==> src/tli_pkg.sv <==
// ----------------------------------------------------------------------------
// tli_pkg: shared types and constants for the table interpolator
// command and status bundles, codes, state encoding and fixed widths
// ----------------------------------------------------------------------------
package tli_pkg;

   // default sizes handed to the top level parameters
   localparam int TABLE_DEPTH_DEF = 64;
   localparam int KEY_BITS_DEF    = 16;
   localparam int VALUE_BITS_DEF  = 32;

   // weight is a q0.16 fraction, one extra bit holds unity
   localparam int WEIGHT_BITS = 16;
   localparam int WEIGHT_W    = WEIGHT_BITS + 1;
   localparam logic [WEIGHT_W-1:0] WEIGHT_ONE  = WEIGHT_W'(1) << WEIGHT_BITS;
   localparam logic [WEIGHT_W-1:0] WEIGHT_HALF = WEIGHT_W'(1) << (WEIGHT_BITS - 1);

   // register port
   localparam int CSR_DATA_W = 32;
   localparam int CSR_ADDR_W = 3;
   localparam logic REG_ENTRIES_IN_USE = 1'b0;

   // item commands
   localparam logic CMD_LOAD  = 1'b0;
   localparam logic CMD_QUERY = 1'b1;

   // range status codes
   localparam logic [1:0] RANGE_INSIDE = 2'd0;
   localparam logic [1:0] RANGE_BELOW  = 2'd1;
   localparam logic [1:0] RANGE_ABOVE  = 2'd2;

   // controller states
   typedef enum logic [3:0] {
      ST_IDLE,
      ST_FIRST,
      ST_LAST,
      ST_SCAN,
      ST_DIV,
      ST_VAL_HI,
      ST_VAL_LO,
      ST_MAC_GO,
      ST_MAC,
      ST_DONE
   } state_type;

   // controller to datapath
   typedef struct packed {
      logic load_wr;
      logic query_start;
      logic rd_last;
      logic classify;
      logic scan;
      logic val_rd_hi;
      logic val_rd_lo;
      logic mac_start;
      logic out_load;
   } dp_cmd_type;

   // datapath to controller
   typedef struct packed {
      logic in_range;
      logic found;
      logic div_done;
      logic mac_done;
      logic out_free;
   } dp_status_type;

endpackage

==> src/tli_div.sv <==
// ----------------------------------------------------------------------------
// tli_div: iterative restoring divider for the upper weight
// one quotient bit per cycle, numerator known to be below the divisor
// ----------------------------------------------------------------------------
module tli_div
   import tli_pkg::*;
#(
   parameter int KEY_BITS = KEY_BITS_DEF
) (
   input  logic                   clock,
   input  logic                   reset,
   input  logic                   start,
   input  logic [KEY_BITS-1:0]    num,
   input  logic [KEY_BITS-1:0]    den,
   output logic [WEIGHT_BITS-1:0] quo,
   output logic                   done
);

   localparam int CNT_W = $clog2(WEIGHT_BITS);
   localparam logic [CNT_W-1:0] STEP_LAST = CNT_W'(WEIGHT_BITS - 1);

   logic                   busy_ff, busy_in;
   logic                   done_ff, done_in;
   logic [CNT_W-1:0]       cnt_ff, cnt_in;
   logic [KEY_BITS-1:0]    rem_ff, rem_in;
   logic [KEY_BITS-1:0]    den_ff, den_in;
   logic [WEIGHT_BITS-1:0] quo_ff, quo_in;
   logic [KEY_BITS:0]      shifted;
   logic [KEY_BITS:0]      trial;

   // one restoring step
   always_comb begin
      shifted = {rem_ff, 1'b0};
      trial   = shifted - {1'b0, den_ff};
      busy_in = busy_ff;
      done_in = 1'b0;
      cnt_in  = cnt_ff;
      rem_in  = rem_ff;
      den_in  = den_ff;
      quo_in  = quo_ff;
      if (start) begin
         busy_in = 1'b1;
         cnt_in  = '0;
         rem_in  = num;
         den_in  = den;
      end else if (busy_ff) begin
         if (!trial[KEY_BITS]) begin
            rem_in = trial[KEY_BITS-1:0];
            quo_in = {quo_ff[WEIGHT_BITS-2:0], 1'b1};
         end else begin
            rem_in = shifted[KEY_BITS-1:0];
            quo_in = {quo_ff[WEIGHT_BITS-2:0], 1'b0};
         end
         cnt_in = cnt_ff + CNT_W'(1);
         if (cnt_ff == STEP_LAST) begin
            busy_in = 1'b0;
            done_in = 1'b1;
         end
      end
   end

   // control state
   always_ff @(posedge clock) begin
      if (reset) begin
         busy_ff <= 1'b0;
         done_ff <= 1'b0;
         cnt_ff  <= '0;
      end else begin
         busy_ff <= busy_in;
         done_ff <= done_in;
         cnt_ff  <= cnt_in;
      end
   end

   // operands and partial quotient
   always_ff @(posedge clock) begin
      rem_ff <= rem_in;
      den_ff <= den_in;
      quo_ff <= quo_in;
   end

   assign quo  = quo_ff;
   assign done = done_ff;

endmodule

==> src/tli_mac.sv <==
// ----------------------------------------------------------------------------
// tli_mac: shift-add blend of the two bracketing values
// forms vh*wh + vl*(one-wh) one weight bit per cycle, then drops 16 bits
// ----------------------------------------------------------------------------
module tli_mac
   import tli_pkg::*;
#(
   parameter int VALUE_BITS = VALUE_BITS_DEF
) (
   input  logic                  clock,
   input  logic                  reset,
   input  logic                  start,
   input  logic [VALUE_BITS-1:0] vh,
   input  logic [VALUE_BITS-1:0] vl,
   input  logic [WEIGHT_W-1:0]   wh,
   output logic [VALUE_BITS-1:0] result,
   output logic                  done
);

   localparam int ACC_W = VALUE_BITS + WEIGHT_W;
   localparam int CNT_W = $clog2(WEIGHT_W);
   localparam logic [CNT_W-1:0] STEP_LAST = CNT_W'(WEIGHT_W - 1);

   logic                busy_ff, busy_in;
   logic                done_ff, done_in;
   logic [CNT_W-1:0]    cnt_ff, cnt_in;
   logic [ACC_W-1:0]    acc_ff, acc_in;
   logic [ACC_W-1:0]    mh_ff, mh_in;
   logic [ACC_W-1:0]    ml_ff, ml_in;
   logic [WEIGHT_W-1:0] wh_ff, wh_in;
   logic [WEIGHT_W-1:0] wl_ff, wl_in;
   logic [ACC_W-1:0]    add_h;
   logic [ACC_W-1:0]    add_l;

   // one partial product pair per cycle
   always_comb begin
      add_h   = wh_ff[0] ? mh_ff : '0;
      add_l   = wl_ff[0] ? ml_ff : '0;
      busy_in = busy_ff;
      done_in = 1'b0;
      cnt_in  = cnt_ff;
      acc_in  = acc_ff;
      mh_in   = mh_ff;
      ml_in   = ml_ff;
      wh_in   = wh_ff;
      wl_in   = wl_ff;
      if (start) begin
         busy_in = 1'b1;
         cnt_in  = '0;
         acc_in  = '0;
         mh_in   = ACC_W'(vh);
         ml_in   = ACC_W'(vl);
         wh_in   = wh;
         wl_in   = WEIGHT_ONE - wh;
      end else if (busy_ff) begin
         acc_in = acc_ff + add_h + add_l;
         mh_in  = {mh_ff[ACC_W-2:0], 1'b0};
         ml_in  = {ml_ff[ACC_W-2:0], 1'b0};
         wh_in  = {1'b0, wh_ff[WEIGHT_W-1:1]};
         wl_in  = {1'b0, wl_ff[WEIGHT_W-1:1]};
         cnt_in = cnt_ff + CNT_W'(1);
         if (cnt_ff == STEP_LAST) begin
            busy_in = 1'b0;
            done_in = 1'b1;
         end
      end
   end

   // control state
   always_ff @(posedge clock) begin
      if (reset) begin
         busy_ff <= 1'b0;
         done_ff <= 1'b0;
         cnt_ff  <= '0;
      end else begin
         busy_ff <= busy_in;
         done_ff <= done_in;
         cnt_ff  <= cnt_in;
      end
   end

   // accumulator and shifting operands
   always_ff @(posedge clock) begin
      acc_ff <= acc_in;
      mh_ff  <= mh_in;
      ml_ff  <= ml_in;
      wh_ff  <= wh_in;
      wl_ff  <= wl_in;
   end

   // truncate the q0.16 weight fraction
   assign result = acc_ff[WEIGHT_BITS +: VALUE_BITS];
   assign done   = done_ff;

endmodule

==> src/tli_datapath.sv <==
// ----------------------------------------------------------------------------
// tli_datapath: table store, key scan, weight and blend
// holds the key and value memories, the bracket registers and the result beat
// ----------------------------------------------------------------------------
module tli_datapath
   import tli_pkg::*;
#(
   parameter int TABLE_DEPTH = TABLE_DEPTH_DEF,
   parameter int KEY_BITS    = KEY_BITS_DEF,
   parameter int VALUE_BITS  = VALUE_BITS_DEF,
   parameter int IDX_W       = $clog2(TABLE_DEPTH),
   parameter int CNT_W       = $clog2(TABLE_DEPTH + 1)
) (
   input  logic                  clock,
   input  logic                  reset,
   input  dp_cmd_type            cmd,
   output dp_status_type         status,
   input  logic [CNT_W-1:0]      entries_in_use,
   input  logic [IDX_W-1:0]      entry_index,
   input  logic [KEY_BITS-1:0]   entry_key,
   input  logic [VALUE_BITS-1:0] entry_value,
   input  logic [KEY_BITS-1:0]   query_key,
   output logic                  rsp_valid,
   input  logic                  rsp_stall,
   output logic [VALUE_BITS-1:0] rsp_interpolated_value,
   output logic [KEY_BITS-1:0]   rsp_clamped_key,
   output logic [IDX_W-1:0]      rsp_low_index,
   output logic [IDX_W-1:0]      rsp_high_index,
   output logic [WEIGHT_W-1:0]   rsp_high_weight,
   output logic [1:0]            rsp_range_status
);

   // table memories
   logic [KEY_BITS-1:0]   keys_mem   [TABLE_DEPTH];
   logic [VALUE_BITS-1:0] values_mem [TABLE_DEPTH];

   logic [KEY_BITS-1:0]   key_rd_ff;
   logic [VALUE_BITS-1:0] val_rd_ff;
   logic                  key_rd_en;
   logic [IDX_W-1:0]      key_addr;
   logic                  val_rd_en;
   logic [IDX_W-1:0]      val_addr;
   logic                  load_ok;

   // query working registers
   logic [KEY_BITS-1:0]   q_ff, kmin_ff, prev_ff, key_out_ff;
   logic [IDX_W-1:0]      scan_ff, lo_ff, hi_ff;
   logic [WEIGHT_W-1:0]   wh_ff;
   logic [1:0]            range_ff;
   logic [VALUE_BITS-1:0] vh_ff;

   // result beat
   logic                  rsp_valid_ff, rsp_valid_in;
   logic [VALUE_BITS-1:0] out_value_ff;
   logic [KEY_BITS-1:0]   out_key_ff;
   logic [IDX_W-1:0]      out_lo_ff, out_hi_ff;
   logic [WEIGHT_W-1:0]   out_wh_ff;
   logic [1:0]            out_range_ff;

   logic [CNT_W-1:0]      active_cnt;
   logic [CNT_W-1:0]      last_cnt;
   logic [IDX_W-1:0]      last_idx;
   logic                  below, above, found;

   logic [WEIGHT_BITS-1:0] div_quo;
   logic                   div_done;
   logic [VALUE_BITS-1:0]  mac_result;
   logic                   mac_done;

   // entries searched, held within two and the depth
   always_comb begin
      priority if (entries_in_use < CNT_W'(2)) begin
         active_cnt = CNT_W'(2);
      end else if (entries_in_use > CNT_W'(TABLE_DEPTH)) begin
         active_cnt = CNT_W'(TABLE_DEPTH);
      end else begin
         active_cnt = entries_in_use;
      end
      last_cnt = active_cnt - CNT_W'(1);
      last_idx = last_cnt[IDX_W-1:0];
   end

   // range compares and scan hit
   assign below   = (q_ff <= kmin_ff);
   assign above   = !below && (q_ff >= key_rd_ff);
   assign found   = (key_rd_ff > q_ff);
   assign load_ok = ({1'b0, entry_index} < (IDX_W + 1)'(TABLE_DEPTH));

   // key read address
   always_comb begin
      key_rd_en = 1'b0;
      key_addr  = '0;
      priority if (cmd.query_start) begin
         key_rd_en = 1'b1;
         key_addr  = '0;
      end else if (cmd.rd_last) begin
         key_rd_en = 1'b1;
         key_addr  = last_idx;
      end else if (cmd.classify) begin
         key_rd_en = 1'b1;
         key_addr  = IDX_W'(1);
      end else if (cmd.scan && !found) begin
         key_rd_en = 1'b1;
         key_addr  = scan_ff + IDX_W'(1);
      end else begin
         key_rd_en = 1'b0;
      end
   end

   // value read address
   assign val_rd_en = cmd.val_rd_hi || cmd.val_rd_lo;
   assign val_addr  = cmd.val_rd_hi ? hi_ff : lo_ff;

   // memory write and registered read
   always_ff @(posedge clock) begin
      if (cmd.load_wr && load_ok) begin
         keys_mem[entry_index]   <= entry_key;
         values_mem[entry_index] <= entry_value;
      end
      if (key_rd_en) begin
         key_rd_ff <= keys_mem[key_addr];
      end
      if (val_rd_en) begin
         val_rd_ff <= values_mem[val_addr];
      end
   end

   // bracket, weight and status registers
   always_ff @(posedge clock) begin
      if (cmd.query_start) begin
         q_ff <= query_key;
      end
      if (cmd.rd_last) begin
         kmin_ff <= key_rd_ff;
      end
      if (cmd.classify) begin
         priority if (below) begin
            lo_ff      <= '0;
            hi_ff      <= '0;
            wh_ff      <= WEIGHT_HALF;
            key_out_ff <= kmin_ff;
            range_ff   <= RANGE_BELOW;
         end else if (above) begin
            lo_ff      <= last_idx;
            hi_ff      <= last_idx;
            wh_ff      <= WEIGHT_HALF;
            key_out_ff <= key_rd_ff;
            range_ff   <= RANGE_ABOVE;
         end else begin
            key_out_ff <= q_ff;
            range_ff   <= RANGE_INSIDE;
            prev_ff    <= kmin_ff;
            scan_ff    <= IDX_W'(1);
         end
      end
      if (cmd.scan) begin
         if (found) begin
            hi_ff <= scan_ff;
            lo_ff <= scan_ff - IDX_W'(1);
         end else begin
            prev_ff <= key_rd_ff;
            scan_ff <= scan_ff + IDX_W'(1);
         end
      end
      if (div_done) begin
         wh_ff <= {1'b0, div_quo};
      end
      if (cmd.val_rd_lo) begin
         vh_ff <= val_rd_ff;
      end
   end

   // weight of the upper entry
   tli_div #(
      .KEY_BITS (KEY_BITS)
   ) u_div (
      .clock (clock),
      .reset (reset),
      .start (cmd.scan && found),
      .num   (q_ff - prev_ff),
      .den   (key_rd_ff - prev_ff),
      .quo   (div_quo),
      .done  (div_done)
   );

   // blend of the bracketing values
   tli_mac #(
      .VALUE_BITS (VALUE_BITS)
   ) u_mac (
      .clock  (clock),
      .reset  (reset),
      .start  (cmd.mac_start),
      .vh     (vh_ff),
      .vl     (val_rd_ff),
      .wh     (wh_ff),
      .result (mac_result),
      .done   (mac_done)
   );

   // result beat valid
   always_comb begin
      rsp_valid_in = rsp_valid_ff;
      if (cmd.out_load) begin
         rsp_valid_in = 1'b1;
      end else if (rsp_valid_ff && !rsp_stall) begin
         rsp_valid_in = 1'b0;
      end
   end

   always_ff @(posedge clock) begin
      if (reset) begin
         rsp_valid_ff <= 1'b0;
      end else begin
         rsp_valid_ff <= rsp_valid_in;
      end
   end

   // result beat payload
   always_ff @(posedge clock) begin
      if (cmd.out_load) begin
         out_value_ff <= mac_result;
         out_key_ff   <= key_out_ff;
         out_lo_ff    <= lo_ff;
         out_hi_ff    <= hi_ff;
         out_wh_ff    <= wh_ff;
         out_range_ff <= range_ff;
      end
   end

   // status to the controller
   always_comb begin
      status.in_range = !below && !above;
      status.found    = found;
      status.div_done = div_done;
      status.mac_done = mac_done;
      status.out_free = !rsp_valid_ff || !rsp_stall;
   end

   assign rsp_valid              = rsp_valid_ff;
   assign rsp_interpolated_value = out_value_ff;
   assign rsp_clamped_key        = out_key_ff;
   assign rsp_low_index          = out_lo_ff;
   assign rsp_high_index         = out_hi_ff;
   assign rsp_high_weight        = out_wh_ff;
   assign rsp_range_status       = out_range_ff;

endmodule

==> src/tli_ctrl.sv <==
// ----------------------------------------------------------------------------
// tli_ctrl: sequencer for loads and queries
// steps a query through read, classify, scan and divide (in range only), blend and hand-off
// ----------------------------------------------------------------------------
module tli_ctrl
   import tli_pkg::*;
(
   input  logic          clock,
   input  logic          reset,
   input  logic          req_valid,
   input  logic          req_cmd,
   output logic          req_stall,
   output dp_cmd_type    cmd,
   input  dp_status_type status
);

   state_type state_ff, state_in;

   // state register
   always_ff @(posedge clock) begin
      if (reset) begin
         state_ff <= ST_IDLE;
      end else begin
         state_ff <= state_in;
      end
   end

   // next state and commands
   always_comb begin
      state_in  = state_ff;
      cmd       = '0;
      req_stall = 1'b1;
      unique case (state_ff)
         ST_IDLE: begin
            req_stall = 1'b0;
            if (req_valid) begin
               if (req_cmd == CMD_QUERY) begin
                  cmd.query_start = 1'b1;
                  state_in        = ST_FIRST;
               end else begin
                  cmd.load_wr = 1'b1;
               end
            end
         end
         ST_FIRST: begin
            cmd.rd_last = 1'b1;
            state_in    = ST_LAST;
         end
         ST_LAST: begin
            cmd.classify = 1'b1;
            state_in     = status.in_range ? ST_SCAN : ST_VAL_HI;
         end
         ST_SCAN: begin
            cmd.scan = 1'b1;
            if (status.found) begin
               state_in = ST_DIV;
            end
         end
         ST_DIV: begin
            if (status.div_done) begin
               state_in = ST_VAL_HI;
            end
         end
         ST_VAL_HI: begin
            cmd.val_rd_hi = 1'b1;
            state_in      = ST_VAL_LO;
         end
         ST_VAL_LO: begin
            cmd.val_rd_lo = 1'b1;
            state_in      = ST_MAC_GO;
         end
         ST_MAC_GO: begin
            cmd.mac_start = 1'b1;
            state_in      = ST_MAC;
         end
         ST_MAC: begin
            if (status.mac_done) begin
               state_in = ST_DONE;
            end
         end
         ST_DONE: begin
            if (status.out_free) begin
               cmd.out_load = 1'b1;
               state_in     = ST_IDLE;
            end
         end
         default: begin
            state_in = ST_IDLE;
         end
      endcase
   end

endmodule

==> src/table_linear_interpolation.sv <==
// ----------------------------------------------------------------------------
// table_linear_interpolation: piecewise linear lookup over a loaded table
// loads write one key/value entry; queries return the interpolated value
// ----------------------------------------------------------------------------
//  channel   direction  handshake                 beat contents
//  req_      in         req_valid / req_stall     cmd, entry index/key/value, query key
//  rsp_      out        rsp_valid / rsp_stall     value, clamped key, indexes, weight,
//                                                 range status
//  csr_      in/out     apb, pready tied high     entries_in_use at byte address 0
//
//  a load beat is written while the sequencer stays idle; a query inside the key
//  range runs the one-key-per-cycle scan of the key memory, the 16-step divider
//  and the 17-step shift-add blend; a clamped query skips the scan and the divider
//  reset clears the sequencer and result valid and sets entries_in_use to the
//  depth; table memories are not cleared
//  a result beat waits in the output register under rsp_stall while the next
//  request is taken; a later query holds in its last step until the slot frees
// ----------------------------------------------------------------------------
module table_linear_interpolation
   import tli_pkg::*;
#(
   parameter int TABLE_DEPTH = TABLE_DEPTH_DEF,
   parameter int KEY_BITS    = KEY_BITS_DEF,
   parameter int VALUE_BITS  = VALUE_BITS_DEF,
   parameter int IDX_W       = $clog2(TABLE_DEPTH),
   parameter int CNT_W       = $clog2(TABLE_DEPTH + 1)
) (
   input  logic                  clock,
   input  logic                  reset,
   // request channel
   input  logic                  req_valid,
   output logic                  req_stall,
   input  logic                  req_cmd,
   input  logic [IDX_W-1:0]      req_entry_index,
   input  logic [KEY_BITS-1:0]   req_entry_key,
   input  logic [VALUE_BITS-1:0] req_entry_value,
   input  logic [KEY_BITS-1:0]   req_query_key,
   // result channel
   output logic                  rsp_valid,
   input  logic                  rsp_stall,
   output logic [VALUE_BITS-1:0] rsp_interpolated_value,
   output logic [KEY_BITS-1:0]   rsp_clamped_key,
   output logic [IDX_W-1:0]      rsp_low_index,
   output logic [IDX_W-1:0]      rsp_high_index,
   output logic [WEIGHT_W-1:0]   rsp_high_weight,
   output logic [1:0]            rsp_range_status,
   // register port
   input  logic                  csr_psel,
   input  logic                  csr_penable,
   input  logic                  csr_pwrite,
   input  logic [CSR_ADDR_W-1:0] csr_paddr,
   input  logic [CSR_DATA_W-1:0] csr_pwdata,
   output logic [CSR_DATA_W-1:0] csr_prdata,
   output logic                  csr_pready
);

   logic [CNT_W-1:0] entries_ff, entries_in;
   logic             csr_sel_entries;
   dp_cmd_type       cmd;
   dp_status_type    status;

   // register decode, word index in paddr bit 2
   assign csr_pready      = 1'b1;
   assign csr_sel_entries = (csr_paddr[2] == REG_ENTRIES_IN_USE);

   always_comb begin
      entries_in = entries_ff;
      if (csr_psel && csr_penable && csr_pwrite && csr_pready && csr_sel_entries) begin
         entries_in = csr_pwdata[CNT_W-1:0];
      end
   end

   always_ff @(posedge clock) begin
      if (reset) begin
         entries_ff <= CNT_W'(TABLE_DEPTH);
      end else begin
         entries_ff <= entries_in;
      end
   end

   // register read back
   assign csr_prdata = csr_sel_entries ? {{(CSR_DATA_W - CNT_W){1'b0}}, entries_ff} : '0;

   // sequencer
   tli_ctrl u_ctrl (
      .clock     (clock),
      .reset     (reset),
      .req_valid (req_valid),
      .req_cmd   (req_cmd),
      .req_stall (req_stall),
      .cmd       (cmd),
      .status    (status)
   );

   // table and arithmetic
   tli_datapath #(
      .TABLE_DEPTH (TABLE_DEPTH),
      .KEY_BITS    (KEY_BITS),
      .VALUE_BITS  (VALUE_BITS),
      .IDX_W       (IDX_W),
      .CNT_W       (CNT_W)
   ) u_datapath (
      .clock                  (clock),
      .reset                  (reset),
      .cmd                    (cmd),
      .status                 (status),
      .entries_in_use         (entries_ff),
      .entry_index            (req_entry_index),
      .entry_key              (req_entry_key),
      .entry_value            (req_entry_value),
      .query_key              (req_query_key),
      .rsp_valid              (rsp_valid),
      .rsp_stall              (rsp_stall),
      .rsp_interpolated_value (rsp_interpolated_value),
      .rsp_clamped_key        (rsp_clamped_key),
      .rsp_low_index          (rsp_low_index),
      .rsp_high_index         (rsp_high_index),
      .rsp_high_weight        (rsp_high_weight),
      .rsp_range_status       (rsp_range_status)
   );

endmodule
==> config.mk <==
export PLATFORM = sky130hd
export DESIGN_NAME = table_linear_interpolation
export DESIGN_NICKNAME = d
export VERILOG_FILES = /design/src/tli_pkg.sv /design/src/tli_div.sv /design/src/tli_mac.sv /design/src/tli_datapath.sv /design/src/tli_ctrl.sv /design/src/table_linear_interpolation.sv
export SDC_FILE = /design/constraint.sdc
export NUM_CORES = 2
export LEC_CHECK = 0
export ABC_AREA = 1
export BUFFER_PORTS_ARGS = -buffer_cell sky130_fd_sc_hd__buf_2
export CAP_MARGIN = 20
export CORE_MARGIN = 8
export CORE_UTILIZATION = 39
export CTS_CLUSTER_DIAMETER = 150
export CTS_CLUSTER_SIZE = 14
export DETAILED_ROUTE_END_ITERATION = 8
export GPL_TIMING_DRIVEN = 0
export PLACE_DENSITY_LB_ADDON = 0.2
export SYNTH_ARGS = -nofsm -noshare
export SYNTH_HDL_FRONTEND = slang
export SYNTH_SLANG_ARGS = --single-unit
==> constraint.sdc <==
create_clock -name clock -period 10.85 [get_ports clock]
set_clock_uncertainty 0.2 [all_clocks]
set_input_delay 1.6275 -clock clock [delete_from_list [all_inputs] [get_ports clock]]
set_output_delay 1.6275 -clock clock [all_outputs]
set_load 0.05 [all_outputs]
### Yosys cells after proc, flatten, opt, wreduce, memory -nomap -nowiden

Memory sizes are Yosys's and may differ from the RTL's. A register that Yosys moved wholly into a read port is not among the register bits.
Index checks and enable logic that the tools add are counted.

* flip-flop bits (word level): 466
* bits in writable memories: 3072
* bits of input ports: 113
* output and inout bits: 114
* logic and storage cells: 191
* memories: 2

* $add $sub $neg: 11
* magnitude comparators: 5
* equal/unequal tests: 17
* multiplexer cells: 86
* bitwise operators: 4
* reduce and logical (&&, ||, !) cells: 30

Memory list
* u_datapath.values_mem: depth 64, bits a word 32, rd ports 1, clocked after Yosys merged registers in 1, write ports 1, line tli_datapath.sv:35 `logic [VALUE_BITS-1:0] values_mem [TABLE_DEPTH];`
* u_datapath.keys_mem: depth 64, bits a word 16, rd ports 1, clocked after Yosys merged registers in 1, write ports 1, line tli_datapath.sv:34 `logic [KEY_BITS-1:0] keys_mem [TABLE_DEPTH];`

Operator list (count)
* $mux 16: 12
* $mux 6: 22
* $mux 32: 4
* $mux 17: 6
* $add 49x49->49: 2
* $mux 49: 2
* $pmux 4 s10: 1
* $sub 16x16->16: 2
* $mux 1: 28
* $mux 4: 6
* $sub 17x16->17: 1
* $sub 17x17->17 const A: 1
* $eq 4x3->1 const B: 4
* $ge 16x16->1: 1
* $gt 16x16->1: 1
* $le 16x16->1: 1
* $eq 4x4->1 const B: 3
* $sub 6x1->6 const B: 2
* $reduce_bool 2->1: 5
* $eq 4x2->1 const B: 2
* $logic_and 1x1->1: 8
* $gt 7x7->1 const B: 1
* $lt 7x2->1 const B: 1
* $mux 7: 1
* 18 further kinds: 36

### Logic depth before layout (Yosys ltp)

* depth after elaboration: 9
* mapped depth: 24
* gate-level depth less buffers: 22

### Cells and area by module

Synthesis repeated with hierarchy kept, for this count alone.

* cells, all modules: 13258
* area total of the unflattened synthesis: 152802.8 µm²

By module, submodules not included
* tli_datapath: times used 1, cells an instance 10755, area each 134995.7 µm², sequential area each 99675.6 µm²
* tli_mac: times used 1, cells an instance 1948, area each 13492.9 µm², sequential area each 4684.5 µm²
* tli_div: times used 1, cells an instance 397, area each 3304.4 µm², sequential area each 1561.5 µm²
* table_linear_interpolation: times used 1, cells an instance 91, area each 605.6 µm², sequential area each 140.1 µm²
* tli_ctrl: times used 1, cells an instance 67, area each 404.1 µm², sequential area each 80.1 µm²

### Worst setup path after synthesis

No wires, ideal clock.

* path type: input to register
* start point: in rsp_stall
* end point: reg u_datapath.out_key_ff[0], in the netlist u_datapath.rsp_clamped_key[0], enable pin
* library setup time: 541 ps
* arrival time: 5426 ps
* required time: 10109 ps
* setup slack: 4684 ps
* stages: 1
* path buffers: 0
* cell sequence: a21oi_1

* cells in the longest elaborated chain, start to end: 4

RTL lines
* from (decl): line table_linear_interpolation.sv:40 `input logic rsp_stall,`
* $logic_not 1->1: line tli_datapath.sv:236 `status.out_free = !rsp_valid_ff || !rsp_stall;`
* $logic_or 1x1->1: line tli_datapath.sv:236
* $mux 1: line tli_ctrl.sv:82 `if (status.out_free) begin`
* $mux 1: line tli_ctrl.sv:33 `unique case (state_ff)`
* to (signal assigned): line tli_datapath.sv:222 `out_key_ff <= key_out_ff;`
* to (decl): line tli_datapath.sv:55 `logic [KEY_BITS-1:0] out_key_ff;`

Every way passes these cells.
A chain may end at the register's enable or synchronous reset.

### Worst setup path after layout

* start point: reg u_datapath.q_ff[15]
* end point: reg u_datapath.key_rd_ff[11] (read register of u_datapath.keys_mem), data pin

* cells in the longest elaborated chain, start to end: 7
* elaborated cells on any way between the ends: 11
* classes of those cells: order compare (1); mux (8); reduce/logical (2)

RTL lines
* from (decl): line tli_datapath.sv:46 `logic [KEY_BITS-1:0] q_ff, kmin_ff, prev_ff, key_out_ff;`
* from (signal assigned): line tli_datapath.sv:131 `q_ff <= query_key;`
* $gt 16x16->1 (*): line tli_datapath.sv:86 `assign found = (key_rd_ff > q_ff);`
* $logic_not 1->1 (*): line tli_datapath.sv:102 `end else if (cmd.scan && !found) begin`
* $logic_and 1x1->1 (*): line tli_datapath.sv:102
* $mux 6 / $mux 1 (equally long branches): line tli_datapath.sv:102
* $mux 6 / $mux 1 (equally long branches): line tli_datapath.sv:99 `end else if (cmd.classify) begin`
* $mux 6 / $mux 1 (equally long branches): line tli_datapath.sv:96 `end else if (cmd.rd_last) begin`
* $mux 6 / $mux 1 (equally long branches): line tli_datapath.sv:93 `priority if (cmd.query_start) begin`
* to (decl): line tli_datapath.sv:37 `logic [KEY_BITS-1:0] key_rd_ff;`

Every way passes the cells marked *; elsewhere a longest branch is shown, timed or not.

==> summary.txt <==
Final layout
  • Layout cells sized above 1: 7.28%
  • Final core occ: 44.4%
  • Area delta synth->final: 13.8%
  • Final net count: between 10000 and 15000

Floorplanning
  • Die X: approximately 640 µm
  • Die area: 405000 µm²
  • Io pins: 227
  • Initial Utilization: 39.0%
  • Cell row count: 228
  • Core ar.: approximately 380000 µm²
  • Die H: 636 µm

Power and ir drop
  • VDD IR max: 0.161 mV
  • Pwr/cell area: 236 nW/µm²
  • Leak: 60.2 nW

Synthesis
  • Simple-Gate Fraction of Synth Area: 13.3%
  • Warning count from the yosys run: 0
  • Xor and xnor area share after synthesis: 0.461%
  • Synth Area in Compound Gates: a little under a tenth
  • Adder-cell area share of the yosys netlist: 1.76%
  • Post-synth EDFFs: around 3400
  • Main synth FF type: edfxtp_1
  • Register area share after synthesis: a little over two thirds
  • Flops & latches, synth: about 3600
  • Synthesized instance count: 12681
  • Fraction of synthesized area in multiplexers: 0%
  • Synth cell types: 48
  • Mapped Area: 150000 µm²
  • Largest family of logic cells by synthesized area: simple AND/OR/NAND/NOR gates
  • Async set or reset register ratio after synthesis: 0%
  • Synthesized area per cell: 11.8 µm²

GRT
  • Total gr overflow: 0
  • Largest net degree at the start of global routing: between 60 and 70
  • Initial antenna violation count: 48
  • Tot GR Track Use: a little over a quarter
  • Vias in the first global route: 101016
  • First-pass GRT wire length: ~770000 µm

Timing
  • Final worst-path cycle share: between 60% and 70%
  • Actual slew at the worst max-slew pin: 1350 ps
  • Max_slew headroom: 9.93%
  • Pins Over Slew Limit: 0
  • FMAX: between 150 and 200 MHz
  • RSZ-0062 raised after global routing: no
  • Fin crit period: 6590 ps
  • Hold Vio Cnt, Final: 0
  • Setup Viol. Count Final: 0
  • TNS Setup: 0 ps

Route
  • 1st-iter DRT viols: around 16000
  • DR pass1 iterations: 6
  • DR vias: between 100k and 150k
  • WL per Instance: 30.2 µm
  • Antenna-violating nets left: 0
  • DRC Markers: 0
  • Vias/cell: 5.81
  • Detailed Route WL: 561000 µm

Worst setup path
  • CP Capture Type: flip-flop
  • Delay-heaviest family, CP: simple AND/OR/NAND/NOR gates
  • CP most frequent cell: nand2_1
  • WP buf/inv: 2
  • Crit path largest cell delay: between 900 and 1000 ps
  • CP max stage cell: clkbuf_1
  • Critical path, cell by cell: ha_1 > a21oi_1 > o21ai_0 > a21oi_1 > nand2_1 > nand3_1 > nand2_1 > nand2_1 > clkbuf_1 > buf_2 > nand2_1 > nand2_1 > nand2_1 > nand3_1 > nand3_1 > nand3_1 > nand3_1 > nand2_1
  • WS Path Type: flip-flop to flip-flop
  • Worst Path Max Fanout: 10
  • Critical Path AT: 7100 ps
  • Worst Path Required: 11360 ps
  • Startpoint types: flip-flop

Flow run
  • # Max-Cap Violations: 0

Clocking
  • Hold Buf Count CTS: 0
  • Post-cts sizing count: 0
  • Num CTS Buffers: 294
  • Clock buffer depth: 4
  • Setup Fix Bufs, Post-CTS: 0
  • Clock root cell: clkbuf_16
  • Number of H-tree levels: 5
  • Sink Count: 3580
  • CTS tree: yes
  • Reg clk slew, reported paths: approximately 70 ps
  • Worst-skew pair later-pin latency: 950 ps

Placement
  • IO Port Bufs: 171
  • DP HPWL: 395000 µm
  • GPL Wtd Cong: about 0.94

Min path
  • HP Class: flip-flop to flip-flop

Status
  • Status: complete, no violations
## layer usage
| layer | vias to the layer above | GRT usage [%] | share of wire, % |
|---|---|---|---|
| li1 | 46687 | - | - |
| met1 | 53547 | 35.3 | 39 |
| met2 | 6398 | 40.7 | 44 |
| met3 | 1162 | 7.80 | 12 |
| met4 | 20 | 10.8 | 4.7 |
| met5 | - | 0.378 | 0.085 |
## through the flow
stage	instance area [µm²]	hold WS, ps	cells	power, W	setup WS (ps)
2_1_floorplan	150000	200	12706	0.0239	4680
5_1_grt	171000	235	18540	0.0417	4060
6_report	171000	225	18557	0.0403	4260
3_3_place_gp	157000	205	17937	0.0298	125
4_1_cts	171000	228	18516	0.0398	4410
3_5_place_dp	163000	208	18160	0.0301	4460
## flip-flops by register name, indices dropped and copies added, names as in the netlist, 7 cells and up
| register | count |
|---|---|
| u_datapath.rsp_clamped_key | 16 |
| u_datapath.u_div.den_ff | 16 |
| u_datapath.rsp_interpolated_value | 32 |
| u_datapath.u_mac.wl_ff | 17 |
| u_datapath.q_ff | 16 |
| u_datapath.u_mac.acc_ff | 48 |
| u_datapath.kmin_ff | 16 |
| u_datapath.key_rd_ff | 16 |
| u_datapath.keys_mem | 1024 |
| u_datapath.wh_ff | 16 |
| u_datapath.u_div.rem_ff | 16 |
| u_datapath.u_div.quo | 16 |
| u_datapath.rsp_high_weight | 16 |
| u_datapath.vh_ff | 32 |
| u_datapath.u_mac.wh_ff | 16 |
| u_datapath.u_mac.ml_ff | 48 |
| u_datapath.prev_ff | 16 |
| u_datapath.values_mem | 2048 |
| u_datapath.val_rd_ff | 32 |
| u_datapath.key_out_ff | 16 |
| entries_ff | 7 |
| u_datapath.u_mac.mh_ff | 48 |
## cells in the final DEF, fill, tap and decap left out, types with 65 or more instances in the layout
cell type and count:
o21ai_0 1346, o21ai_1 125, o211ai_1 96, ha_1 130
inv_1 838, clkbuf_1 614, a21oi_1 170, nand3_1 1245
dfxtp_1 139, nand2_1 1655, buf_2 246, clkbuf_16 304
buf_1 87, nand3b_1 199, nor2_1 1422, nor2_4 65
o221ai_1 69, buf_4 84, edfxtp_1 3441, o21bai_1 69
buf_12 160, o22ai_1 549
## synthesized netlist by cell type, drive strengths merged, types with 8 or more instances
cell	number	area share, %
o21ai	1475	4.9
a21oi	171	0.57
dfxtp	139	1.9
a31oi	21	0.088
inv	846	2.1
a22oi	17	0.085
a21o	16	0.080
nand4	17	0.071
nand2	1655	4.1
o21a	8	0.040
xor2	48	0.28
buf	234	0.77
ha	130	1.1
nand3	1245	4.2
nor3	30	0.10
o221ai	69	0.40
nor4	9	0.038
nor2	1490	3.7
edfxtp	3441	69
xnor2	31	0.18
nand3b	199	1.0
fa	51	0.68
o22ai	549	2.3
clkbuf	587	1.5
o21bai	69	0.35
o211ai	96	0.48
## logic make-up after synthesis
family,after synthesis
xor+xnor,79
fa+ha+maj,181
buf+inv,1670
simple gates,4654
flops,3580
compound gates,2515
other cells,2
## final cells by class
cell class	instances	area [µm²]
buffer	821	3380
fill	35533	214000
sequential	3580	106000
tap	5060	6330
timing repair buffer	412	5750
antenna	23	57.6
clock buffer	341	7750
clock inverter	15	213
multi-input combinational	7456	38000
inverter	849	3190
## worst paths after layout
kind	endpoint	slack (ps)	from	cells past startpoint
worst max-delay path	u_datapath.key_rd_ff[11]	4260	u_datapath.q_ff[15]	18
worst min-delay path	u_datapath.rsp_clamped_key[8]	220	u_datapath.key_out_ff[8]	0
worst max register to register	u_datapath.key_rd_ff[11]	4260	u_datapath.q_ff[15]	18
worst min register to register	u_datapath.rsp_clamped_key[8]	220	u_datapath.key_out_ff[8]	0
## where the power goes
group	switching (W)	internal, W
combinational	0.0106	0.00364
clock	0.00495	0.00503
sequential	0.000332	0.0158
## worst register-to-register path: stages, from the launching register on
cell	delay (ps)
edfxtp_1	510
ha_1	360
a21oi_1	130
o21ai_0	110
a21oi_1	240
nand2_1	240
nand3_1	170
nand2_1	670
nand2_1	960
clkbuf_1	950
buf_2	510
nand2_1	90
nand2_1	70
nand2_1	50
nand3_1	110
nand3_1	210
nand3_1	290
nand3_1	260
nand2_1	280
(Power assumes the default switching activity.)
